==> src/hdl/vchf_pkg.sv <==
// Shared sizes, op codes and controller/datapath interface types for the veto hit filter.
package vchf_pkg;

  // Buffer depths
  localparam int MAX_HITS   = 32;
  localparam int MAX_VETOES = 32;

  // Derived widths: counters hold the depth itself, addresses index the store
  localparam int HIT_AW  = (MAX_HITS > 1) ? $clog2(MAX_HITS) : 1;
  localparam int HIT_CW  = $clog2(MAX_HITS + 1);
  localparam int VETO_AW = (MAX_VETOES > 1) ? $clog2(MAX_VETOES) : 1;
  localparam int VETO_CW = $clog2(MAX_VETOES + 1);

  // Field and register widths
  localparam int TIME_W  = 32;
  localparam int WIN_W   = 16;
  localparam int DIFF_W  = TIME_W + 2;
  localparam int CFG_IW  = 2;

  // Register reset values
  localparam logic [WIN_W-1:0] DPW_RESET = 16'd2048;
  localparam logic [WIN_W-1:0] VWA_RESET = 16'd12288;
  localparam logic [WIN_W-1:0] VWB_RESET = 16'd12288;

  // Register indexes
  localparam logic [CFG_IW-1:0] REG_DPW = 2'd0;
  localparam logic [CFG_IW-1:0] REG_VWA = 2'd1;
  localparam logic [CFG_IW-1:0] REG_VWB = 2'd2;

  // Op codes
  localparam logic [1:0] OP_DET  = 2'd0;
  localparam logic [1:0] OP_VETO = 2'd1;
  localparam logic [1:0] OP_END  = 2'd2;

  // Commands from the controller to the datapath
  typedef struct packed {
    logic ld;         // store the accepted load item
    logic i_clr;
    logic i_inc;
    logic j_set;      // j = i + 1
    logic j_inc;
    logic v_clr;
    logic v_inc;
    logic rd_i;       // read hit store at i
    logic rd_j;       // read hit store at j
    logic rd_v;       // read veto store at v
    logic ti_ld;      // latch current hit time
    logic mark_j;
    logic mark_i;
    logic pend_ld;    // push read hit into the output lookahead
    logic emit_final;
    logic clr_event;
  } vchf_cmd_t;

  // Status from the datapath to the controller
  typedef struct packed {
    logic i_end;
    logic i_rm;
    logic j_end;
    logic j_rm;
    logic v_end;
    logic below_low;
    logic below_high;
  } vchf_stat_t;

endpackage

==> src/hdl/vchf_ctrl.sv <==
// Controller state machine that sequences loading, filtering and emitting of one event.
module vchf_ctrl
  import vchf_pkg::*;
(
  input  logic       clk_i,
  input  logic       rst_ni,
  input  logic       start,
  input  logic [1:0] op_i,
  input  vchf_stat_t stat_i,
  output vchf_cmd_t  cmd_o,
  output logic       busy
);

  typedef enum logic [3:0] {
    S_IDLE,
    S_OUTER,
    S_OUTER_RD,
    S_INNER,
    S_INNER_RD,
    S_VETO,
    S_VETO_RD,
    S_EMIT,
    S_EMIT_RD,
    S_FINAL
  } state_e;

  state_e state_q, state_d;
  logic   busy_q;

  // Next state and commands
  always_comb begin
    cmd_o   = '0;
    state_d = state_q;
    case (state_q)
      S_IDLE: begin
        if (start) begin
          if (op_i == OP_DET || op_i == OP_VETO) begin
            cmd_o.ld = 1'b1;
          end else if (op_i == OP_END) begin
            cmd_o.i_clr = 1'b1;
            state_d     = S_OUTER;
          end
        end
      end
      // Pick the next hit still present
      S_OUTER: begin
        if (stat_i.i_end) begin
          cmd_o.i_clr = 1'b1;
          state_d     = S_EMIT;
        end else if (stat_i.i_rm) begin
          cmd_o.i_inc = 1'b1;
        end else begin
          cmd_o.rd_i = 1'b1;
          state_d    = S_OUTER_RD;
        end
      end
      S_OUTER_RD: begin
        cmd_o.ti_ld = 1'b1;
        cmd_o.j_set = 1'b1;
        state_d     = S_INNER;
      end
      // Double-pulse scan over later hits
      S_INNER: begin
        if (stat_i.j_end) begin
          cmd_o.v_clr = 1'b1;
          state_d     = S_VETO;
        end else if (stat_i.j_rm) begin
          cmd_o.j_inc = 1'b1;
        end else begin
          cmd_o.rd_j = 1'b1;
          state_d    = S_INNER_RD;
        end
      end
      S_INNER_RD: begin
        if (stat_i.below_low) begin
          cmd_o.v_clr = 1'b1;
          state_d     = S_VETO;
        end else begin
          cmd_o.mark_j = stat_i.below_high;
          cmd_o.j_inc  = 1'b1;
          state_d      = S_INNER;
        end
      end
      // Veto scan for the current hit
      S_VETO: begin
        if (stat_i.v_end) begin
          cmd_o.i_inc = 1'b1;
          state_d     = S_OUTER;
        end else begin
          cmd_o.rd_v = 1'b1;
          state_d    = S_VETO_RD;
        end
      end
      S_VETO_RD: begin
        if (stat_i.below_low) begin
          cmd_o.i_inc = 1'b1;
          state_d     = S_OUTER;
        end else if (stat_i.below_high) begin
          cmd_o.mark_i = 1'b1;
          cmd_o.i_inc  = 1'b1;
          state_d      = S_OUTER;
        end else begin
          cmd_o.v_inc = 1'b1;
          state_d     = S_VETO;
        end
      end
      // Walk survivors with one result of lookahead
      S_EMIT: begin
        if (stat_i.i_end) begin
          state_d = S_FINAL;
        end else if (stat_i.i_rm) begin
          cmd_o.i_inc = 1'b1;
        end else begin
          cmd_o.rd_i = 1'b1;
          state_d    = S_EMIT_RD;
        end
      end
      S_EMIT_RD: begin
        cmd_o.pend_ld = 1'b1;
        cmd_o.i_inc   = 1'b1;
        state_d       = S_EMIT;
      end
      S_FINAL: begin
        cmd_o.emit_final = 1'b1;
        cmd_o.clr_event  = 1'b1;
        state_d          = S_IDLE;
      end
      default: begin
        state_d = S_IDLE;
      end
    endcase
  end

  // Hold state and busy flag
  always_ff @(posedge clk_i or negedge rst_ni) begin
    if (!rst_ni) begin
      state_q <= S_IDLE;
      busy_q  <= 1'b0;
    end else begin
      state_q <= state_d;
      busy_q  <= (state_d != S_IDLE);
    end
  end

  assign busy = busy_q;

endmodule

==> src/hdl/vchf_datapath.sv <==
// Datapath: window registers, hit and veto stores, removal marks, comparator and result registers.
module vchf_datapath
  import vchf_pkg::*;
(
  input  logic              clk_i,
  input  logic              rst_ni,
  input  logic              cfg_we_i,
  input  logic [CFG_IW-1:0] cfg_idx_i,
  input  logic [WIN_W-1:0]  cfg_wdata_i,
  input  logic [1:0]        op_i,
  input  logic [TIME_W-1:0] hit_time_i,
  input  vchf_cmd_t         cmd_i,
  output vchf_stat_t        stat_o,
  output logic              result_valid_o,
  output logic [TIME_W-1:0] kept_time_o,
  output logic              kept_valid_o,
  output logic              last_o,
  output logic              overflow_o
);

  logic [WIN_W-1:0]  dpw_q, vwa_q, vwb_q;
  logic [TIME_W-1:0] det_mem [MAX_HITS];
  logic [TIME_W-1:0] veto_mem [MAX_VETOES];
  logic [TIME_W-1:0] det_rdata_q, veto_rdata_q;
  logic [HIT_CW-1:0] dcnt_q, i_q, j_q;
  logic [VETO_CW-1:0] vcnt_q, v_q;
  logic [MAX_HITS-1:0] marks_q;
  logic              ovf_q;
  logic              veto_sel_q;
  logic [TIME_W-1:0] ti_q, pend_q;
  logic              have_pend_q;
  logic              res_valid_q, res_kept_q, res_last_q, res_ovf_q;
  logic [TIME_W-1:0] res_time_q;

  logic [HIT_AW-1:0]  det_addr;
  logic               det_we, veto_we;
  logic [TIME_W-1:0]  cmp_b;
  logic [WIN_W-1:0]   win_lo, win_hi;
  logic signed [DIFF_W-1:0] diff, lo_sum;

  // Configuration registers
  always_ff @(posedge clk_i or negedge rst_ni) begin
    if (!rst_ni) begin
      dpw_q <= DPW_RESET;
      vwa_q <= VWA_RESET;
      vwb_q <= VWB_RESET;
    end else if (cfg_we_i) begin
      case (cfg_idx_i)
        REG_DPW: dpw_q <= cfg_wdata_i;
        REG_VWA: vwa_q <= cfg_wdata_i;
        REG_VWB: vwb_q <= cfg_wdata_i;
        default: ;
      endcase
    end
  end

  // Store writes on accepted loads
  assign det_we  = cmd_i.ld && (op_i == OP_DET) && (dcnt_q < HIT_CW'(MAX_HITS));
  assign veto_we = cmd_i.ld && (op_i == OP_VETO) && (vcnt_q < VETO_CW'(MAX_VETOES));
  assign det_addr = cmd_i.rd_j ? j_q[HIT_AW-1:0] : i_q[HIT_AW-1:0];

  always_ff @(posedge clk_i) begin
    if (det_we) begin
      det_mem[dcnt_q[HIT_AW-1:0]] <= hit_time_i;
    end
    if (cmd_i.rd_i || cmd_i.rd_j) begin
      det_rdata_q <= det_mem[det_addr];
    end
  end

  always_ff @(posedge clk_i) begin
    if (veto_we) begin
      veto_mem[vcnt_q[VETO_AW-1:0]] <= hit_time_i;
    end
    if (cmd_i.rd_v) begin
      veto_rdata_q <= veto_mem[v_q[VETO_AW-1:0]];
    end
  end

  // Shared window comparator on the signed tick difference
  assign cmp_b  = veto_sel_q ? veto_rdata_q : det_rdata_q;
  assign win_lo = veto_sel_q ? vwa_q : dpw_q;
  assign win_hi = veto_sel_q ? vwb_q : dpw_q;
  assign diff   = $signed({2'b00, ti_q}) - $signed({2'b00, cmp_b});
  assign lo_sum = diff + $signed({{(DIFF_W-WIN_W){1'b0}}, win_lo});

  // Status
  assign stat_o.i_end      = (i_q >= dcnt_q);
  assign stat_o.i_rm       = marks_q[i_q[HIT_AW-1:0]];
  assign stat_o.j_end      = (j_q >= dcnt_q);
  assign stat_o.j_rm       = marks_q[j_q[HIT_AW-1:0]];
  assign stat_o.v_end      = (v_q >= vcnt_q);
  assign stat_o.below_low  = lo_sum[DIFF_W-1];
  assign stat_o.below_high = (diff < $signed({{(DIFF_W-WIN_W){1'b0}}, win_hi}));

  // Event control state: counts, scan indexes, marks, overflow, lookahead
  always_ff @(posedge clk_i or negedge rst_ni) begin
    if (!rst_ni) begin
      dcnt_q      <= '0;
      vcnt_q      <= '0;
      i_q         <= '0;
      j_q         <= '0;
      v_q         <= '0;
      marks_q     <= '0;
      ovf_q       <= 1'b0;
      veto_sel_q  <= 1'b0;
      have_pend_q <= 1'b0;
      res_valid_q <= 1'b0;
    end else begin
      res_valid_q <= (cmd_i.pend_ld && have_pend_q) || cmd_i.emit_final;
      if (det_we) begin
        dcnt_q <= dcnt_q + HIT_CW'(1);
      end
      if (veto_we) begin
        vcnt_q <= vcnt_q + VETO_CW'(1);
      end
      if (cmd_i.ld && ((op_i == OP_DET && !det_we) || (op_i == OP_VETO && !veto_we))) begin
        ovf_q <= 1'b1;
      end
      // Compare against the veto windows after a veto-store read
      if (cmd_i.rd_v) begin
        veto_sel_q <= 1'b1;
      end else if (cmd_i.rd_j) begin
        veto_sel_q <= 1'b0;
      end
      if (cmd_i.i_clr) begin
        i_q <= '0;
      end else if (cmd_i.i_inc) begin
        i_q <= i_q + HIT_CW'(1);
      end
      if (cmd_i.j_set) begin
        j_q <= i_q + HIT_CW'(1);
      end else if (cmd_i.j_inc) begin
        j_q <= j_q + HIT_CW'(1);
      end
      if (cmd_i.v_clr) begin
        v_q <= '0;
      end else if (cmd_i.v_inc) begin
        v_q <= v_q + VETO_CW'(1);
      end
      if (cmd_i.mark_j) begin
        marks_q[j_q[HIT_AW-1:0]] <= 1'b1;
      end
      if (cmd_i.mark_i) begin
        marks_q[i_q[HIT_AW-1:0]] <= 1'b1;
      end
      if (cmd_i.pend_ld) begin
        have_pend_q <= 1'b1;
      end
      if (cmd_i.clr_event) begin
        dcnt_q      <= '0;
        vcnt_q      <= '0;
        i_q         <= '0;
        marks_q     <= '0;
        ovf_q       <= 1'b0;
        have_pend_q <= 1'b0;
      end
    end
  end

  // Payload registers: current hit, lookahead and result fields
  always_ff @(posedge clk_i) begin
    if (cmd_i.ti_ld) begin
      ti_q <= det_rdata_q;
    end
    if (cmd_i.pend_ld) begin
      pend_q     <= det_rdata_q;
      res_time_q <= pend_q;
      res_kept_q <= 1'b1;
      res_last_q <= 1'b0;
      res_ovf_q  <= ovf_q;
    end
    if (cmd_i.emit_final) begin
      res_time_q <= have_pend_q ? pend_q : '0;
      res_kept_q <= have_pend_q;
      res_last_q <= 1'b1;
      res_ovf_q  <= ovf_q;
    end
  end

  assign result_valid_o = res_valid_q;
  assign kept_time_o    = res_time_q;
  assign kept_valid_o   = res_kept_q;
  assign last_o         = res_last_q;
  assign overflow_o     = res_ovf_q;

endmodule

==> src/hdl/veto_coincidence_hit_filter.sv <==
// Top level of the anti-coincidence veto filter with double-pulse rejection.
//
// Usage: drive op_i and hit_time_i with start high while busy is low; the item
// is taken at that clock edge. Detector hits (op 0) and veto hits (op 1) are
// stored one per cycle and busy stays low, so loads may follow back to back.
// Loads beyond the buffer depth are dropped and flag overflow for the event.
// An end item (op 2) raises busy while the filter runs; op 3 is ignored.
// The filter shares one hit-store read port and one veto-store read port;
// each store read is registered before the window compare. The end item
// keeps busy high until the scans and the emit pass are done; the windows
// can end the scans early.
// Survivors come out in order on kept_time_o, one per result_valid_o pulse,
// the last one marked by last_o; an event with no survivor gives one result
// with kept_valid_o low. Each result is shown for exactly one cycle and the
// receiver cannot stall it. The user must write registers through cfg_we_i
// only while idle; the block itself does not enforce it. Reset restores the
// register defaults and empties the event; no clearing pass is needed.
module veto_coincidence_hit_filter
  import vchf_pkg::*;
(
  input  logic              clk_i,
  input  logic              rst_ni,
  input  logic              cfg_we_i,
  input  logic [CFG_IW-1:0] cfg_idx_i,
  input  logic [WIN_W-1:0]  cfg_wdata_i,
  input  logic              start,
  output logic              busy,
  input  logic [1:0]        op_i,
  input  logic [TIME_W-1:0] hit_time_i,
  output logic              result_valid_o,
  output logic [TIME_W-1:0] kept_time_o,
  output logic              kept_valid_o,
  output logic              last_o,
  output logic              overflow_o
);

  vchf_cmd_t  cmd;
  vchf_stat_t stat;

  // Sequencer
  vchf_ctrl u_ctrl (
    .clk_i  (clk_i),
    .rst_ni (rst_ni),
    .start  (start),
    .op_i   (op_i),
    .stat_i (stat),
    .cmd_o  (cmd),
    .busy   (busy)
  );

  // Stores, comparator and result registers
  vchf_datapath u_datapath (
    .clk_i          (clk_i),
    .rst_ni         (rst_ni),
    .cfg_we_i       (cfg_we_i),
    .cfg_idx_i      (cfg_idx_i),
    .cfg_wdata_i    (cfg_wdata_i),
    .op_i           (op_i),
    .hit_time_i     (hit_time_i),
    .cmd_i          (cmd),
    .stat_o         (stat),
    .result_valid_o (result_valid_o),
    .kept_time_o    (kept_time_o),
    .kept_valid_o   (kept_valid_o),
    .last_o         (last_o),
    .overflow_o     (overflow_o)
  );

endmodule
==> config.mk <==
export PLATFORM = sky130hd
export DESIGN_NAME = veto_coincidence_hit_filter
export DESIGN_NICKNAME = d
export VERILOG_FILES = /design/src/hdl/vchf_pkg.sv /design/src/hdl/vchf_ctrl.sv /design/src/hdl/vchf_datapath.sv /design/src/hdl/veto_coincidence_hit_filter.sv
export SDC_FILE = /design/constraint.sdc
export NUM_CORES = 2
export LEC_CHECK = 0
export CAP_MARGIN = 10
export CORE_ASPECT_RATIO = 0.6
export CORE_MARGIN = 1
export CORE_UTILIZATION = 65
export DETAILED_ROUTE_END_ITERATION = 8
export DONT_BUFFER_PORTS = 1
export GPL_TIMING_DRIVEN = 0
export PLACE_DENSITY = 0.78
export SLEW_MARGIN = 20
export SYNTH_ARGS = -nofsm -noshare
export SYNTH_HDL_FRONTEND = slang
export SYNTH_SLANG_ARGS = --single-unit
export TNS_END_PERCENT = 30
==> constraint.sdc <==
create_clock -name clk_i -period 8.1 [get_ports clk_i]
set_input_delay 1.215 -clock clk_i [delete_from_list [all_inputs] [get_ports clk_i]]
set_output_delay 1.215 -clock clk_i [all_outputs]
set_load 0.05 [all_outputs]
==> results by group <==
Floorplanning
  • Row cnt: 107
  • # IOs: 93
  • Core Region: 0.143 mm^2
  • Area of the die: 0.146 mm^2
  • Die X: 493 um
  • Height of the die: 296 um
  • Initial Util: 65.8%

Critical path
  • CP Data Arrival Time: 8.54 ns
  • Levels on crit path: 20
  • Critical Path RT: 8.67 ns
  • Max stage delay cell, worst path: xor2_1
  • Crit path kind: flip-flop to flip-flop
  • Worst R2R Start: u_datapath.veto_sel_q
  • R2R cell count: 20
  • Crit Path Max Fanout: 10
  • Worst Setup End Kind: flip-flop
  • Startpoint types: flip-flop
  • Reg2Reg Capture Point: u_ctrl.busy
  • Worst R2R Setup Slack: 0.13 ns
  • CP top delay family: compound AO/OA/AOI/OAI gates
  • Buf/Inv on CP: 3
  • Slowest Stage Delay on Critical Path: 0.66 ns
  • Critical Path, Cell by Cell: clkbuf_1 -> clkbuf_2 -> mux2_2 -> ha_1 -> fa_1 -> nand2b_1 -> a21o_1 -> a211oi_2 -> a21o_1 -> xor2_1 -> ha_1 -> o21a_1 -> a21oi_1 -> o21ai_0 -> nor4b_1 -> nand4_1 -> nor3_1 -> buf_2 -> o21ba_2 -> nand4b_1

Logic synthesis
  • Seq cells post-synth: 2330
  • Post-synthesis xor/xnor area fraction: 0.242%
  • Cell Area, Synth: 0.0940 mm^2
  • Synth Instances: 5541
  • Mean post-synth cell area: 17.0 um^2
  • Top-count cell post-synth: edfxtp_1
  • Cell taking the most area after synthesis: edfxtp_1
  • Ys Warns: 0
  • Leading post-synthesis cells by cell area: edfxtp_1 71%, mux4_2 8.1%, nand2_1 3.5%, dfrtp_1 3.0%, mux2i_1 2.0%
  • Simple-Gate Fraction of Synth Area: 7.23%
  • Share of the synthesized area in the top cell type: 70.6%
  • Sequential element share of the synthesized area: 73.8%
  • Mux contribution to synthesized area: 11.3%
  • Post-synth top flop: edfxtp_1
  • Unique masters post-synth: 90
  • Main combinational cell family by area after synthesis: multiplexers
  • Post-Synth Adder-Cell Area: 1.31%
  • Syn Nets: 5695
  • Top post-synthesis cells by count: 2210 x edfxtp_1, 877 x nand2_1, 338 x mux4_2
  • Post-synth EDFFs: 2210
  • Async set-reset flop share out of synthesis: 5.11%
  • Post-synthesis compound-gate area fraction: 4.57%

Routing
  • WL met2: 114000 um
  • Top Layer Used: met5
  • Drc violations: 0
  • Routed Wire Length: 287000 um
  • Met1 WL: 106000 um
  • Vias per inst: 7.32
  • Vias: 57800
  • Initial DRT Pass Iterations: 7
  • Post-route antenna net violation count: 0
  • Starting DRT DRC Count: 11500
  • WL met3: 57000 um
  • Drt wl/cell: 36.3 um

Global route
  • Initial antenna violation count: 16
  • Largest net degree at the start of global routing: 120
  • Grt ovf: 0
  • GRT Total Usage: 39.5%
  • Number of global-route vias before repair: 53700
  • First-pass GRT wire length: 398000 um

Layout
  • Share of cells above drive strength 1: 16.9%
  • Nets: 5980
  • Sequential standard cell area: 0.0694 mm^2
  • Fillcell total: 8091
  • Area Overhead vs Synth: 11.9%
  • Multi-input logic area: 0.0237 mm^2
  • Util after Layout: 73.7%

Placement
  • Post-place setup slack: 0.288 ns
  • GP Congestion: 0.977
  • Port Buf Inserts: 0
  • Post-DP HPWL: 186000 um

CTS
  • # H-tree levels: 4
  • Clock tree sinks: 2330
  • Clk_lat worst skew: 0.86 ns
  • Root buffer cell: clkbuf_16
  • Num CTS Buffers: 195
  • CTS tree: built
  • Clk slew on worst S/H paths: 0.07 ns
  • Hold_buf cts: 0
  • Max clock buf depth: 3

STA
  • Max Clock Freq: 125 MHz
  • Fin Clk Skew: 0.0483 ns
  • Hold Fails Final Rpt: 0
  • Slew Limit Fails: 0
  • Worst slew margin: 11.5%
  • Tcrit/Tclk final: 98.4%
  • Final Critical Period: 7.97 ns
  • RSZ-0062 raised after global routing: false
  • Final setup vio count: 0
  • Final setup margin: 0.129 ns
  • Actual slew at the worst max-slew pin: 1.33 ns

Power
  • Pwr dens: 336 mW/mm^2
  • Maximum vdd drop: 0.223 mV
  • Leak: 33.8 nW

Status
  • Status: completed

Job
  • Max_cap viols: 0

Hold path
  • Worst min-delay path category: input port to async pin
## layout by cell type, fill, tap and decap left out, types with 14 or more instances in the layout
cell	Yosys	routed
a21o_1	22	22
a21oi_1	60	58
a31oi_1	133	132
a32oi_1	132	132
and2_1	14	14
buf_1	53	36
buf_12	0	45
buf_16	0	34
buf_2	53	58
bufinv_16	0	17
clkbuf_1	196	227
clkbuf_16	0	200
clkbuf_2	0	31
clkinv_1	1	42
clkinv_2	0	26
dfrtp_1	114	114
edfxtp_1	2210	2210
ha_1	97	97
inv_1	32	31
mux2_2	100	100
mux2i_1	187	186
mux4_2	338	338
nand2_1	877	877
nand2b_1	14	14
nand3_1	312	312
nand4_1	18	18
nor2_1	138	72
nor2_4	0	65
nor2b_1	44	44
nor3_1	24	23
nor4_1	39	38
o2111ai_1	28	28
o211ai_1	40	40
o21ai_0	37	37
o21ai_1	15	15
xnor2_1	18	18
## logic make-up (layout without fill, tap and decap cells)
kind of cell | count (synthesis) | count (layout)
fa+ha+maj | 98 | 98
mux | 625 | 625
buf+inv | 347 | 795
flops | 2330 | 2330
other cells | 0 | 4
simple gates | 1539 | 1539
compound gates | 576 | 576
xor+xnor | 26 | 26
## worst register-to-register path: stages (launching register included)
cell and delay, ns:
dfrtp_1 0.37, clkbuf_1 0.62, clkbuf_2 0.54, mux2_2 0.41, ha_1 0.22, fa_1 0.43, nand2b_1 0.22, a21o_1 0.23
a211oi_2 0.47, a21o_1 0.34, xor2_1 0.66, ha_1 0.39, o21a_1 0.19, a21oi_1 0.53, o21ai_0 0.22, nor4b_1 0.39
nand4_1 0.23, nor3_1 0.42, buf_2 0.30, o21ba_2 0.19, nand4b_1 0.33
## through the flow
step	setup TNS [ns]	hold slack, ns	std cells	cell area [um^2]	power (mW)
after floorplan	0	0.426	5541	94000	21.0
after global placement	-18.15	0.432	7448	96300	24.7
after detailed placement	0	0.435	7534	98800	25.2
after global routing	0	0.0496	7896	105000	36.1
final	0	0.0714	7900	105000	35.3
after CTS	0	0.0279	7894	105000	34.6
## flip-flops by register name (all words and copies together) (netlist names), 4 cells and up
| register | cells |
|---|---|
| u_datapath.dpw_q | 16 |
| u_datapath.pend_q | 32 |
| u_datapath.det_rdata_q | 32 |
| u_datapath.kept_time_o | 32 |
| u_datapath.veto_mem | 1024 |
| u_datapath.vwb_q | 16 |
| u_datapath.veto_rdata_q | 32 |
| u_datapath.v_q | 6 |
| u_datapath.vwa_q | 16 |
| u_datapath.i_q | 6 |
| u_datapath.j_q | 6 |
| u_datapath.marks_q | 32 |
| u_datapath.vcnt_q | 6 |
| u_datapath.ti_q | 32 |
| u_datapath.dcnt_q | 6 |
| u_datapath.det_mem | 1024 |
| u_ctrl.state_q | 4 |
## layout make-up
type | count | area share [%]
Clock inverter | 105 | 0.982
Tap cell | 1907 | 2.27
Antenna cell | 4 | 0.00952
Multi-Input combinational cell | 2864 | 22.5
Inverter | 33 | 0.118
Sequential cell | 2330 | 66.0
Buffer | 314 | 1.29
Timing Repair Buffer | 88 | 1.83
Clock buffer | 255 | 5.00
## power by group
group / internal (mW) / total (mW) / leakage, nW / switching, mW
combinational: 3.52 / 11.6 / 9.37 / 8.08
sequential: 13.7 / 14.2 / 21.4 / 0.444
clock: 5.13 / 9.56 / 3.05 / 4.43
total: 22.4 / 35.3 / 33.8 / 13.0
## layer usage
metal / global-route usage, % / up-vias
met3: 19.9 / 685
met2: 51.4 / 5584
met4: 12.2 / 22
li1: - / 22500
met5: 0.812 / -
met1: 58.1 / 29000
## repair_timing
item                                    4_1_cts  5_1_grt
hold endpoints to repair                      0        0
resized for setup                             0        4
endpoints found under the setup margin        0       33
setup buffers                                 0        2
## worst max path at each step
| stage | start | endpoint | slack [ns] |
|---|---|---|---|
| final | u_datapath.veto_sel_q | u_ctrl.busy | 0.13 |
| after global routing | u_datapath.veto_sel_q | u_ctrl.busy | 0.06 |
| after CTS | u_datapath.veto_sel_q | u_datapath.marks_q[21] | 0.23 |
| after detailed placement | u_datapath.veto_sel_q | u_datapath.marks_q[21] | 0.29 |
| after global placement | u_datapath.i_q[0] | u_datapath.det_rdata_q[24] | -0.58 |
| after floorplan | u_datapath.v_q[0] | u_datapath.veto_rdata_q[0] | 2.76 |
Note: power is estimated with default switching activity, not from simulation.
